### src/tsf_pkg.sv
`timescale 1ns / 1ps
package tsf_pkg;

   localparam int VW      = 12;
   localparam int SLOPE_W = 29;
   localparam int FRAC_W  = 16;

   localparam logic CSR_FRAME_WIDTH  = 1'b0;
   localparam logic CSR_FRAME_HEIGHT = 1'b1;

   typedef enum logic [2:0] {
      ST_IDLE,
      ST_SORT,
      ST_DIV_START,
      ST_DIV_WAIT,
      ST_ROW_L,
      ST_ROW_S,
      ST_ROW_EVAL,
      ST_FINISH
   } state_type;

   typedef struct packed {
      logic                 start;
      logic signed [VW:0]   dx;
      logic signed [VW:0]   dy;
   } div_req_type;

   typedef struct packed {
      logic                      done;
      logic signed [SLOPE_W-1:0] quot;
   } div_rsp_type;

endpackage

### src/triangle_scanline_fill_core.sv
`timescale 1ns / 1ps
// Scanline triangle filler. One request transaction carries a triangle; the
// core sorts its vertices by y, finds the slopes of edges AB, AC and BC in turn with one
// shared serial divider, then walks the rows from the clipped top to the
// clipped bottom through the ROW_L, ROW_S and ROW_EVAL states for each row,
// pausing while the span receiver holds off. One span transaction comes out
// per visible row, top row first, the last with tlast; a fully clipped
// triangle gives one transaction with tuser low and tlast high.
// req_tready is high only between triangles. Frame size comes from the csr
// port; the user must write it only while the core is idle, and the core
// does not enforce this.
module triangle_scanline_fill_core #(
   parameter int MAX_HEIGHT = 64,
   parameter int MAX_WIDTH  = 2048
) (
   input  logic        clock,
   input  logic        reset,
   input  logic        req_tvalid,
   output logic        req_tready,
   // ax[11:0] ay[23:12] bx[35:24] by[47:36] cx[59:48] cy[71:60] colour[95:72]
   input  logic [95:0] req_tdata,
   output logic        rsp_tvalid,
   input  logic        rsp_tready,
   // row[5:0] span_start[16:6] span_end[28:17] span_colour[52:29] zero[55:53]
   output logic [55:0] rsp_tdata,
   output logic        rsp_tlast,
   // span_valid[0]
   output logic        rsp_tuser,
   input  logic        csr_wr_en,
   input  logic        csr_index,
   input  logic [11:0] csr_wdata
);
   import tsf_pkg::*;

   localparam logic [6:0]  MaxH = 7'(MAX_HEIGHT);
   localparam logic [13:0] MaxW = 14'(MAX_WIDTH);
   localparam int PW = SLOPE_W + 14;

   function automatic logic signed [13:0] edge_col(logic signed [VW-1:0] base,
                                                   logic signed [PW-1:0] p);
      logic signed [PW:0] v;
      logic signed [PW:0] q;
      v = (PW+1)'(signed'({base, {FRAC_W{1'b0}}})) + (PW+1)'(p);
      q = v >>> FRAC_W;
      if (v[PW] && (v[FRAC_W-1:0] != '0)) q = q + 1;
      return q[13:0];
   endfunction

   state_type state_ff, state_in;
   logic [11:0] fw_ff;
   logic [6:0]  fh_ff;

   logic signed [VW-1:0] ax_ff, ay_ff, bx_ff, by_ff, cx_ff, cy_ff;
   logic [23:0] colour_ff;
   logic signed [SLOPE_W-1:0] s_ab_ff, s_ac_ff, s_bc_ff;
   logic [1:0]  sel_ff;
   logic [5:0]  y_ff, yhi_ff;
   logic        empty_ff;
   logic signed [PW-1:0] prod_ff;
   logic signed [13:0]   xl_ff;
   logic [5:0]  pend_row_ff;
   logic [10:0] pend_lo_ff;
   logic [11:0] pend_hi_ff;
   logic        pend_valid_ff;
   logic        out_valid_ff, out_last_ff, out_user_ff;
   logic [5:0]  out_row_ff;
   logic [10:0] out_lo_ff;
   logic [11:0] out_hi_ff;
   logic [23:0] out_colour_ff;

   div_req_type div_req;
   div_rsp_type div_rsp;

   tsf_div u_div (.clock(clock), .reset(reset), .req(div_req), .rsp(div_rsp));

   // sort network
   logic signed [VW-1:0] sax, say, sbx, sby, scx, scy, tx, ty;
   always_comb begin
      sax = ax_ff; say = ay_ff; sbx = bx_ff; sby = by_ff; scx = cx_ff; scy = cy_ff;
      tx = '0; ty = '0;
      if (say > sby) begin tx = sax; ty = say; sax = sbx; say = sby; sbx = tx; sby = ty; end
      if (sby > scy) begin tx = sbx; ty = sby; sbx = scx; sby = scy; scx = tx; scy = ty; end
      if (say > sby) begin tx = sax; ty = say; sax = sbx; say = sby; sbx = tx; sby = ty; end
   end

   logic [6:0] h_eff;
   logic signed [VW:0] ylo_s, yhi_s;
   always_comb begin
      h_eff = (fh_ff < MaxH) ? fh_ff : MaxH;
      ylo_s = (say > 0) ? (VW+1)'(say) : '0;
      yhi_s = ((VW+1)'(scy) < $signed({6'd0, h_eff}) - 13'sd1) ? (VW+1)'(scy)
            : $signed({6'd0, h_eff}) - 13'sd1;
   end

   // row datapath
   logic signed [13:0] ydiff_l, ydiff_s, xs, lo_s, hi_s, lo_c, hi_c, w_eff;
   logic               upper, vis, out_free, push_pend, push_last, push_none;
   logic signed [VW-1:0] sh_x, sh_y;
   logic signed [SLOPE_W-1:0] sh_slope;
   always_comb begin
      upper    = $signed({8'd0, y_ff}) < 14'(by_ff);
      sh_x     = upper ? ax_ff : bx_ff;
      sh_y     = upper ? ay_ff : by_ff;
      sh_slope = upper ? s_ab_ff : s_bc_ff;
      ydiff_l  = $signed({8'd0, y_ff}) - 14'(ay_ff);
      ydiff_s  = $signed({8'd0, y_ff}) - 14'(sh_y);
      xs       = edge_col(sh_x, prod_ff);
      lo_s     = (xl_ff < xs) ? xl_ff : xs;
      hi_s     = (xl_ff < xs) ? xs : xl_ff;
      w_eff    = ({2'b0, fw_ff} < MaxW) ? $signed({2'b0, fw_ff}) : $signed(MaxW);
      lo_c     = (lo_s < 0) ? '0 : lo_s;
      hi_c     = (hi_s > w_eff) ? w_eff : hi_s;
      vis      = lo_c < hi_c;
      out_free = !out_valid_ff || rsp_tready;
   end

   always_comb begin
      state_in      = state_ff;
      div_req.start = 1'b0;
      push_pend     = 1'b0;
      push_last     = 1'b0;
      push_none     = 1'b0;
      unique case (sel_ff)
         2'd0:    begin div_req.dx = 13'(bx_ff) - 13'(ax_ff);
                        div_req.dy = 13'(by_ff) - 13'(ay_ff); end
         2'd1:    begin div_req.dx = 13'(cx_ff) - 13'(ax_ff);
                        div_req.dy = 13'(cy_ff) - 13'(ay_ff); end
         default: begin div_req.dx = 13'(cx_ff) - 13'(bx_ff);
                        div_req.dy = 13'(cy_ff) - 13'(by_ff); end
      endcase
      unique case (state_ff)
         ST_IDLE:      if (req_tvalid) state_in = ST_SORT;
         ST_SORT:      state_in = ST_DIV_START;
         ST_DIV_START: begin
            div_req.start = 1'b1;
            state_in = ST_DIV_WAIT;
         end
         ST_DIV_WAIT:  if (div_rsp.done) begin
            if (sel_ff != 2'd2)  state_in = ST_DIV_START;
            else if (empty_ff)   state_in = ST_FINISH;
            else                 state_in = ST_ROW_L;
         end
         ST_ROW_L:     state_in = ST_ROW_S;
         ST_ROW_S:     state_in = ST_ROW_EVAL;
         ST_ROW_EVAL:  if (!(vis && pend_valid_ff && !out_free)) begin
            push_pend = vis && pend_valid_ff;
            state_in  = (y_ff == yhi_ff) ? ST_FINISH : ST_ROW_L;
         end
         ST_FINISH:    if (out_free) begin
            push_last = pend_valid_ff;
            push_none = !pend_valid_ff;
            state_in  = ST_IDLE;
         end
         default:      state_in = ST_IDLE;
      endcase
   end

   assign req_tready = (state_ff == ST_IDLE);

   always_ff @(posedge clock) begin
      if (reset) state_ff <= ST_IDLE;
      else       state_ff <= state_in;
   end

   always_ff @(posedge clock) begin
      if (reset) begin
         fw_ff <= 12'd2048;
         fh_ff <= 7'd64;
      end else if (csr_wr_en) begin
         unique case (csr_index)
            CSR_FRAME_WIDTH:  fw_ff <= csr_wdata;
            CSR_FRAME_HEIGHT: fh_ff <= csr_wdata[6:0];
            default: ;
         endcase
      end
   end

   always_ff @(posedge clock) begin
      if (state_ff == ST_IDLE && req_tvalid) begin
         ax_ff <= req_tdata[11:0];  ay_ff <= req_tdata[23:12];
         bx_ff <= req_tdata[35:24]; by_ff <= req_tdata[47:36];
         cx_ff <= req_tdata[59:48]; cy_ff <= req_tdata[71:60];
         colour_ff <= req_tdata[95:72];
      end
      if (state_ff == ST_SORT) begin
         ax_ff <= sax; ay_ff <= say; bx_ff <= sbx;
         by_ff <= sby; cx_ff <= scx; cy_ff <= scy;
         empty_ff <= ylo_s > yhi_s;
         y_ff     <= ylo_s[5:0];
         yhi_ff   <= yhi_s[5:0];
         sel_ff   <= 2'd0;
      end
      if (state_ff == ST_DIV_WAIT && div_rsp.done) begin
         case (sel_ff)
            2'd0:    s_ab_ff <= div_rsp.quot;
            2'd1:    s_ac_ff <= div_rsp.quot;
            default: s_bc_ff <= div_rsp.quot;
         endcase
         sel_ff <= sel_ff + 2'd1;
      end
      if (state_ff == ST_ROW_L) prod_ff <= s_ac_ff * ydiff_l;
      if (state_ff == ST_ROW_S) begin
         xl_ff   <= edge_col(ax_ff, prod_ff);
         prod_ff <= sh_slope * ydiff_s;
      end
      if (state_ff == ST_ROW_EVAL && state_in != ST_ROW_EVAL) begin
         if (vis) begin
            pend_row_ff <= y_ff;
            pend_lo_ff  <= lo_c[10:0];
            pend_hi_ff  <= hi_c[11:0];
         end
         y_ff <= y_ff + 6'd1;
      end
   end

   always_ff @(posedge clock) begin
      if (reset) begin
         pend_valid_ff <= 1'b0;
         out_valid_ff  <= 1'b0;
      end else begin
         if (state_ff == ST_ROW_EVAL && state_in != ST_ROW_EVAL && vis)
            pend_valid_ff <= 1'b1;
         else if (push_last)
            pend_valid_ff <= 1'b0;
         if (push_pend || push_last || push_none) out_valid_ff <= 1'b1;
         else if (rsp_tready)                      out_valid_ff <= 1'b0;
      end
   end

   always_ff @(posedge clock) begin
      if (push_pend || push_last) begin
         out_row_ff    <= pend_row_ff;
         out_lo_ff     <= pend_lo_ff;
         out_hi_ff     <= pend_hi_ff;
         out_colour_ff <= colour_ff;
         out_user_ff   <= 1'b1;
         out_last_ff   <= push_last;
      end else if (push_none) begin
         out_row_ff    <= '0;
         out_lo_ff     <= '0;
         out_hi_ff     <= '0;
         out_colour_ff <= '0;
         out_user_ff   <= 1'b0;
         out_last_ff   <= 1'b1;
      end
   end

   assign rsp_tvalid = out_valid_ff;
   assign rsp_tdata  = {3'b000, out_colour_ff, out_hi_ff, out_lo_ff, out_row_ff};
   assign rsp_tlast  = out_last_ff;
   assign rsp_tuser  = out_user_ff;

   a_none_is_last: assert property (@(posedge clock) disable iff (reset)
      rsp_tvalid && !rsp_tuser |-> rsp_tlast) else $error("clipped result not last");
   a_span_nonempty: assert property (@(posedge clock) disable iff (reset)
      rsp_tvalid && rsp_tuser |-> {1'b0, out_lo_ff} < out_hi_ff)
      else $error("empty span sent");
   a_idle_no_pend: assert property (@(posedge clock) disable iff (reset)
      state_ff == ST_IDLE |-> !pend_valid_ff) else $error("span left behind");

endmodule

### src/tsf_div.sv
`timescale 1ns / 1ps
module tsf_div (
   input  logic                clock,
   input  logic                reset,
   input  tsf_pkg::div_req_type req,
   output tsf_pkg::div_rsp_type rsp
);
   import tsf_pkg::*;

   localparam int QW = VW + FRAC_W;

   logic [QW-1:0]  q_ff, q_in;
   logic [VW-1:0]  rem_ff, rem_in;
   logic [VW-1:0]  div_ff;
   logic           neg_ff, zero_ff;
   logic [4:0]     cnt_ff, cnt_in;
   logic           busy_ff, busy_in;
   logic           done_ff, done_in;
   logic [VW:0]    shifted, trial;
   logic           ge;
   logic [VW-1:0]  mag;

   always_comb begin
      mag     = req.dx[VW] ? VW'(-req.dx) : req.dx[VW-1:0];
      shifted = {rem_ff, q_ff[QW-1]};
      trial   = shifted - {1'b0, div_ff};
      ge      = shifted >= {1'b0, div_ff};
      q_in    = {q_ff[QW-2:0], ge};
      rem_in  = ge ? trial[VW-1:0] : shifted[VW-1:0];
      cnt_in  = cnt_ff - 5'd1;
      busy_in = busy_ff && (cnt_ff != 5'd1);
      done_in = busy_ff && (cnt_ff == 5'd1);
   end

   always_ff @(posedge clock) begin
      if (reset) begin
         busy_ff <= 1'b0;
         done_ff <= 1'b0;
         cnt_ff  <= '0;
      end else if (req.start) begin
         busy_ff <= 1'b1;
         done_ff <= 1'b0;
         cnt_ff  <= 5'(QW);
      end else begin
         busy_ff <= busy_in;
         done_ff <= done_in;
         if (busy_ff) cnt_ff <= cnt_in;
      end
   end

   always_ff @(posedge clock) begin
      if (req.start) begin
         q_ff    <= {mag, {FRAC_W{1'b0}}};
         rem_ff  <= '0;
         div_ff  <= req.dy[VW-1:0];
         neg_ff  <= req.dx[VW];
         zero_ff <= (req.dy <= 0);
      end else if (busy_ff) begin
         q_ff   <= q_in;
         rem_ff <= rem_in;
      end
   end

   always_comb begin
      rsp.done = done_ff;
      if (zero_ff)     rsp.quot = '0;
      else if (neg_ff) rsp.quot = -$signed({1'b0, q_ff});
      else             rsp.quot = $signed({1'b0, q_ff});
   end

   a_done_after_busy: assert property (@(posedge clock) disable iff (reset)
      done_ff |-> $past(busy_ff)) else $error("divider done without work");
   a_busy_cnt: assert property (@(posedge clock) disable iff (reset)
      busy_ff |-> cnt_ff != 5'd0) else $error("divider count underflow");
   a_done_pulse: assert property (@(posedge clock) disable iff (reset)
      done_ff |=> !done_ff) else $error("divider done held");

endmodule
### config.mk
export PLATFORM = sky130hd
export DESIGN_NAME = triangle_scanline_fill_core
export DESIGN_NICKNAME = d
export VERILOG_FILES = /design/src/tsf_pkg.sv /design/src/triangle_scanline_fill_core.sv /design/src/tsf_div.sv
export SDC_FILE = /design/constraint.sdc
export NUM_CORES = 2
export LEC_CHECK = 0
export BUFFER_PORTS_ARGS = -buffer_cell sky130_fd_sc_hd__clkbuf_2
export CAP_MARGIN = 20
export CORE_ASPECT_RATIO = 0.8
export CORE_MARGIN = 8
export CORE_UTILIZATION = 60
export CTS_CLUSTER_DIAMETER = 120
export DETAILED_ROUTE_END_ITERATION = 7
export GPL_TIMING_DRIVEN = 0
export PLACE_DENSITY = 0.77
export SETUP_SLACK_MARGIN = 0.02
export SLEW_MARGIN = 20
export SYNTH_ARGS = -nofsm -noshare
export SYNTH_HDL_FRONTEND = slang
export SYNTH_SLANG_ARGS = --single-unit
### constraint.sdc
create_clock -name clock -period 24.2 [get_ports clock]
set_clock_uncertainty 0.05 [all_clocks]
set_input_delay 2.42 -clock clock [delete_from_list [all_inputs] [get_ports clock]]
set_output_delay 2.42 -clock clock [all_outputs]
set_load 0.02 [all_outputs]
==> metrics.txt <==
Vias/cell 5.98; clk_lat worst skew 0.58 ns; drt pass-1 iters 6; reg2reg start y_ff[1]; final setup fails 0; FF-to-FF path depth 61; GR Overflow Total 0; setup_tns 0 ns; Final Wtd Congestion 0.993; clk root buf clkbuf_16; Initial Util 0.605; pre-CTS setup slack 7.12 ns; cells after synthesis 5476; Die Height 279 um; Routed Wire Length 152 mm; largest net degree at the start of global routing 37; MaxCap Viol Count 0; Crit Path Class reg -> reg; Tmin final 17.66 ns; Multi-input gate area 0.0359 mm2; Synth area leaders fa_1, edfxtp_1, ha_1, inv_1, nand2_1; nets@finish 6923; reg2reg end out_lo_ff[7]; setup slack after layout 6.54 ns; Max Freq 56.6 MHz; Worst setup EP type register; Synth area leader fa_1; Distinct cells, synth 90; port bufs 168; filler cell count 6991; Resize count post-CTS 0; DIE AREA 0.0961 mm2; worst-margin pin slew 1.10 ns; Slowest-stage cell, CP buf_1; vias in the first global route 41274; Synth Area per Inst 9.46 um2; share of cells above drive strength 1 0.0614; post-synth top area share 0.265; Routed WL per cell 22.1 um; largest stage delay on the critical path 0.88 ns; CTS Buf Count 41; post-CTS setup buffer count 0; Main synth FF type edfxtp_1; initial antenna violation count 11; FP Rows 96; Final period util 0.730; Hold Crit Class reg -> reg; 1st-iter DRT viols 4342; HP Start fw_ff[8]; post-synthesis instance area 0.0518 mm2; worst-path fanout max 22; core area 0.0856 mm2; I/O Pins 174; async set-or-reset flop fraction in the synthesized netlist 0; EDFF count, synth 363; crit path launch type register; status completed; DR vias 41077; Top cell by count, worst path a21o_1; Final Max Tran Viols 0; unrepaired setup endpoints after global routing false; # DRC 0; die outline width 345 um; clock net sink count 423; sequential area share after synthesis 0.234; worst hold stages 2; crit path DAT 17.89 ns; H-tree depth 2; Sequential Area 0.0121 mm2; Max clock buf depth 3; global-route wire length before repair 236 mm; Routed Antenna Nets 0; all-layer global routing usage 0.316; internal reg-to-reg setup slack 6.54 ns; CTS tree built; worst path required time 24.43 ns; Ys Warns 0; flops & latches, synth 423; clock-pin slew on the worst setup and hold paths 0.07 ns; area grow syn2layout 7.44%; hold_buf cts 0; Final Hold Fails 0; Hold EP fw_ff[8]; Rel. slew slack 0.247; placed wire-length estimate 124 mm
-- through the flow --
| step | util | instance area [um2] | std cells | hold slack, ns |
|---|---|---|---|---|
| after floorplan | - | 51800 | 5479 | 0.386 |
| after detailed placement | 0.634 | 54300 | 6787 | 0.398 |
| after global routing | 0.650 | 55700 | 6863 | 0.428 |
| after global placement | 0.631 | 54100 | 6774 | 0.385 |
| after CTS | 0.650 | 55600 | 6862 | 0.406 |
| final | 0.650 | 55700 | 6865 | 0.409 |
-- worst max-delay path: cells and delay by family (launching register included) --
kind                       cells  cell delay (ns)
adders and majority gates      5             1.69
and+or+nand+nor               10             2.07
AOI/OAI and AO/OA             30             6.62
xor gates and xnor gates       1             0.34
muxes                          2             0.64
DFF                            1             0.59
buffers and inverters         13             5.28
-- worst max-delay path by stage --
stage               startpoint          endpoint  slack [ns]  cells past startpoint
finish                 y_ff[1]      out_lo_ff[7]        6.54                     61
global route           y_ff[1]      out_lo_ff[7]        5.75                     63
CTS                    y_ff[1]      out_lo_ff[7]        7.04                     61
detailed placement     y_ff[1]      out_lo_ff[8]        7.12                     61
global placement       y_ff[1]  out_colour_ff[3]        4.02                     59
floorplan              y_ff[1]  out_colour_ff[0]        8.82                     59
-- layout by cell type (no fill, tap or decap), types with 134 or more instances in the layout --
cell type,instances
a21oi_1,217
and2_1,168
clkbuf_1,211
clkbuf_2,171
edfxtp_1,363
fa_1,685
ha_1,420
inv_1,785
mux2i_1,134
nand2_1,746
nor2_1,402
o21ai_0,215
xnor2_1,143
-- synth_stat cells, drive strengths merged, types with 62 or more instances --
cell type	n
inv	788
nand2	747
fa	685
ha	420
nor2	403
edfxtp	363
a21oi	219
o21ai	219
clkbuf	205
and2	170
xnor2	143
mux2i	135
xor2	98
a21o	86
nor2b	67
nand2b	65
mux2	62
-- logic make-up after synthesis --
kind of cell             share of synthesized area
buffers and inverters                       0.0747
AND/OR/NAND/NOR                              0.149
AO/OA/AOI/OAI                               0.0954
adder cells (fa/ha/maj)                      0.366
other                                    0.0000724
XOR/XNOR                                    0.0413
multiplexers                                0.0400
flip-flops                                   0.234
-- metal layers --
metal,vias to the layer above,wire length [um],track usage
met5,-,20,0
met4,2,5080,0.0937
met3,313,19100,0.0866
met2,2208,65200,0.467
met1,20246,62300,0.456
li1,18308,-,-
-- cell type report --
class / count / area share
clock inverter: 18 / 0.00234
sequential: 423 / 0.217
clock buffer: 57 / 0.0212
buffer: 233 / 0.0163
antenna: 2 / 0.0000899
multi-input combinational: 4033 / 0.645
inverter: 790 / 0.0533
tap: 1127 / 0.0253
timing repair buffer: 182 / 0.0190
-- flip-flops by register name, summed over array words and instances (netlist names), 14 cells and up --
signal	count
colour_ff	24
out_colour_ff	24
prod_ff	42
s_ab_ff	29
s_ac_ff	29
s_bc_ff	29
u_div.q_ff	28
xl_ff	14
Power is not shown: default switching activity piles up to over one toggle a cycle in this logic, so the estimate is an artifact.
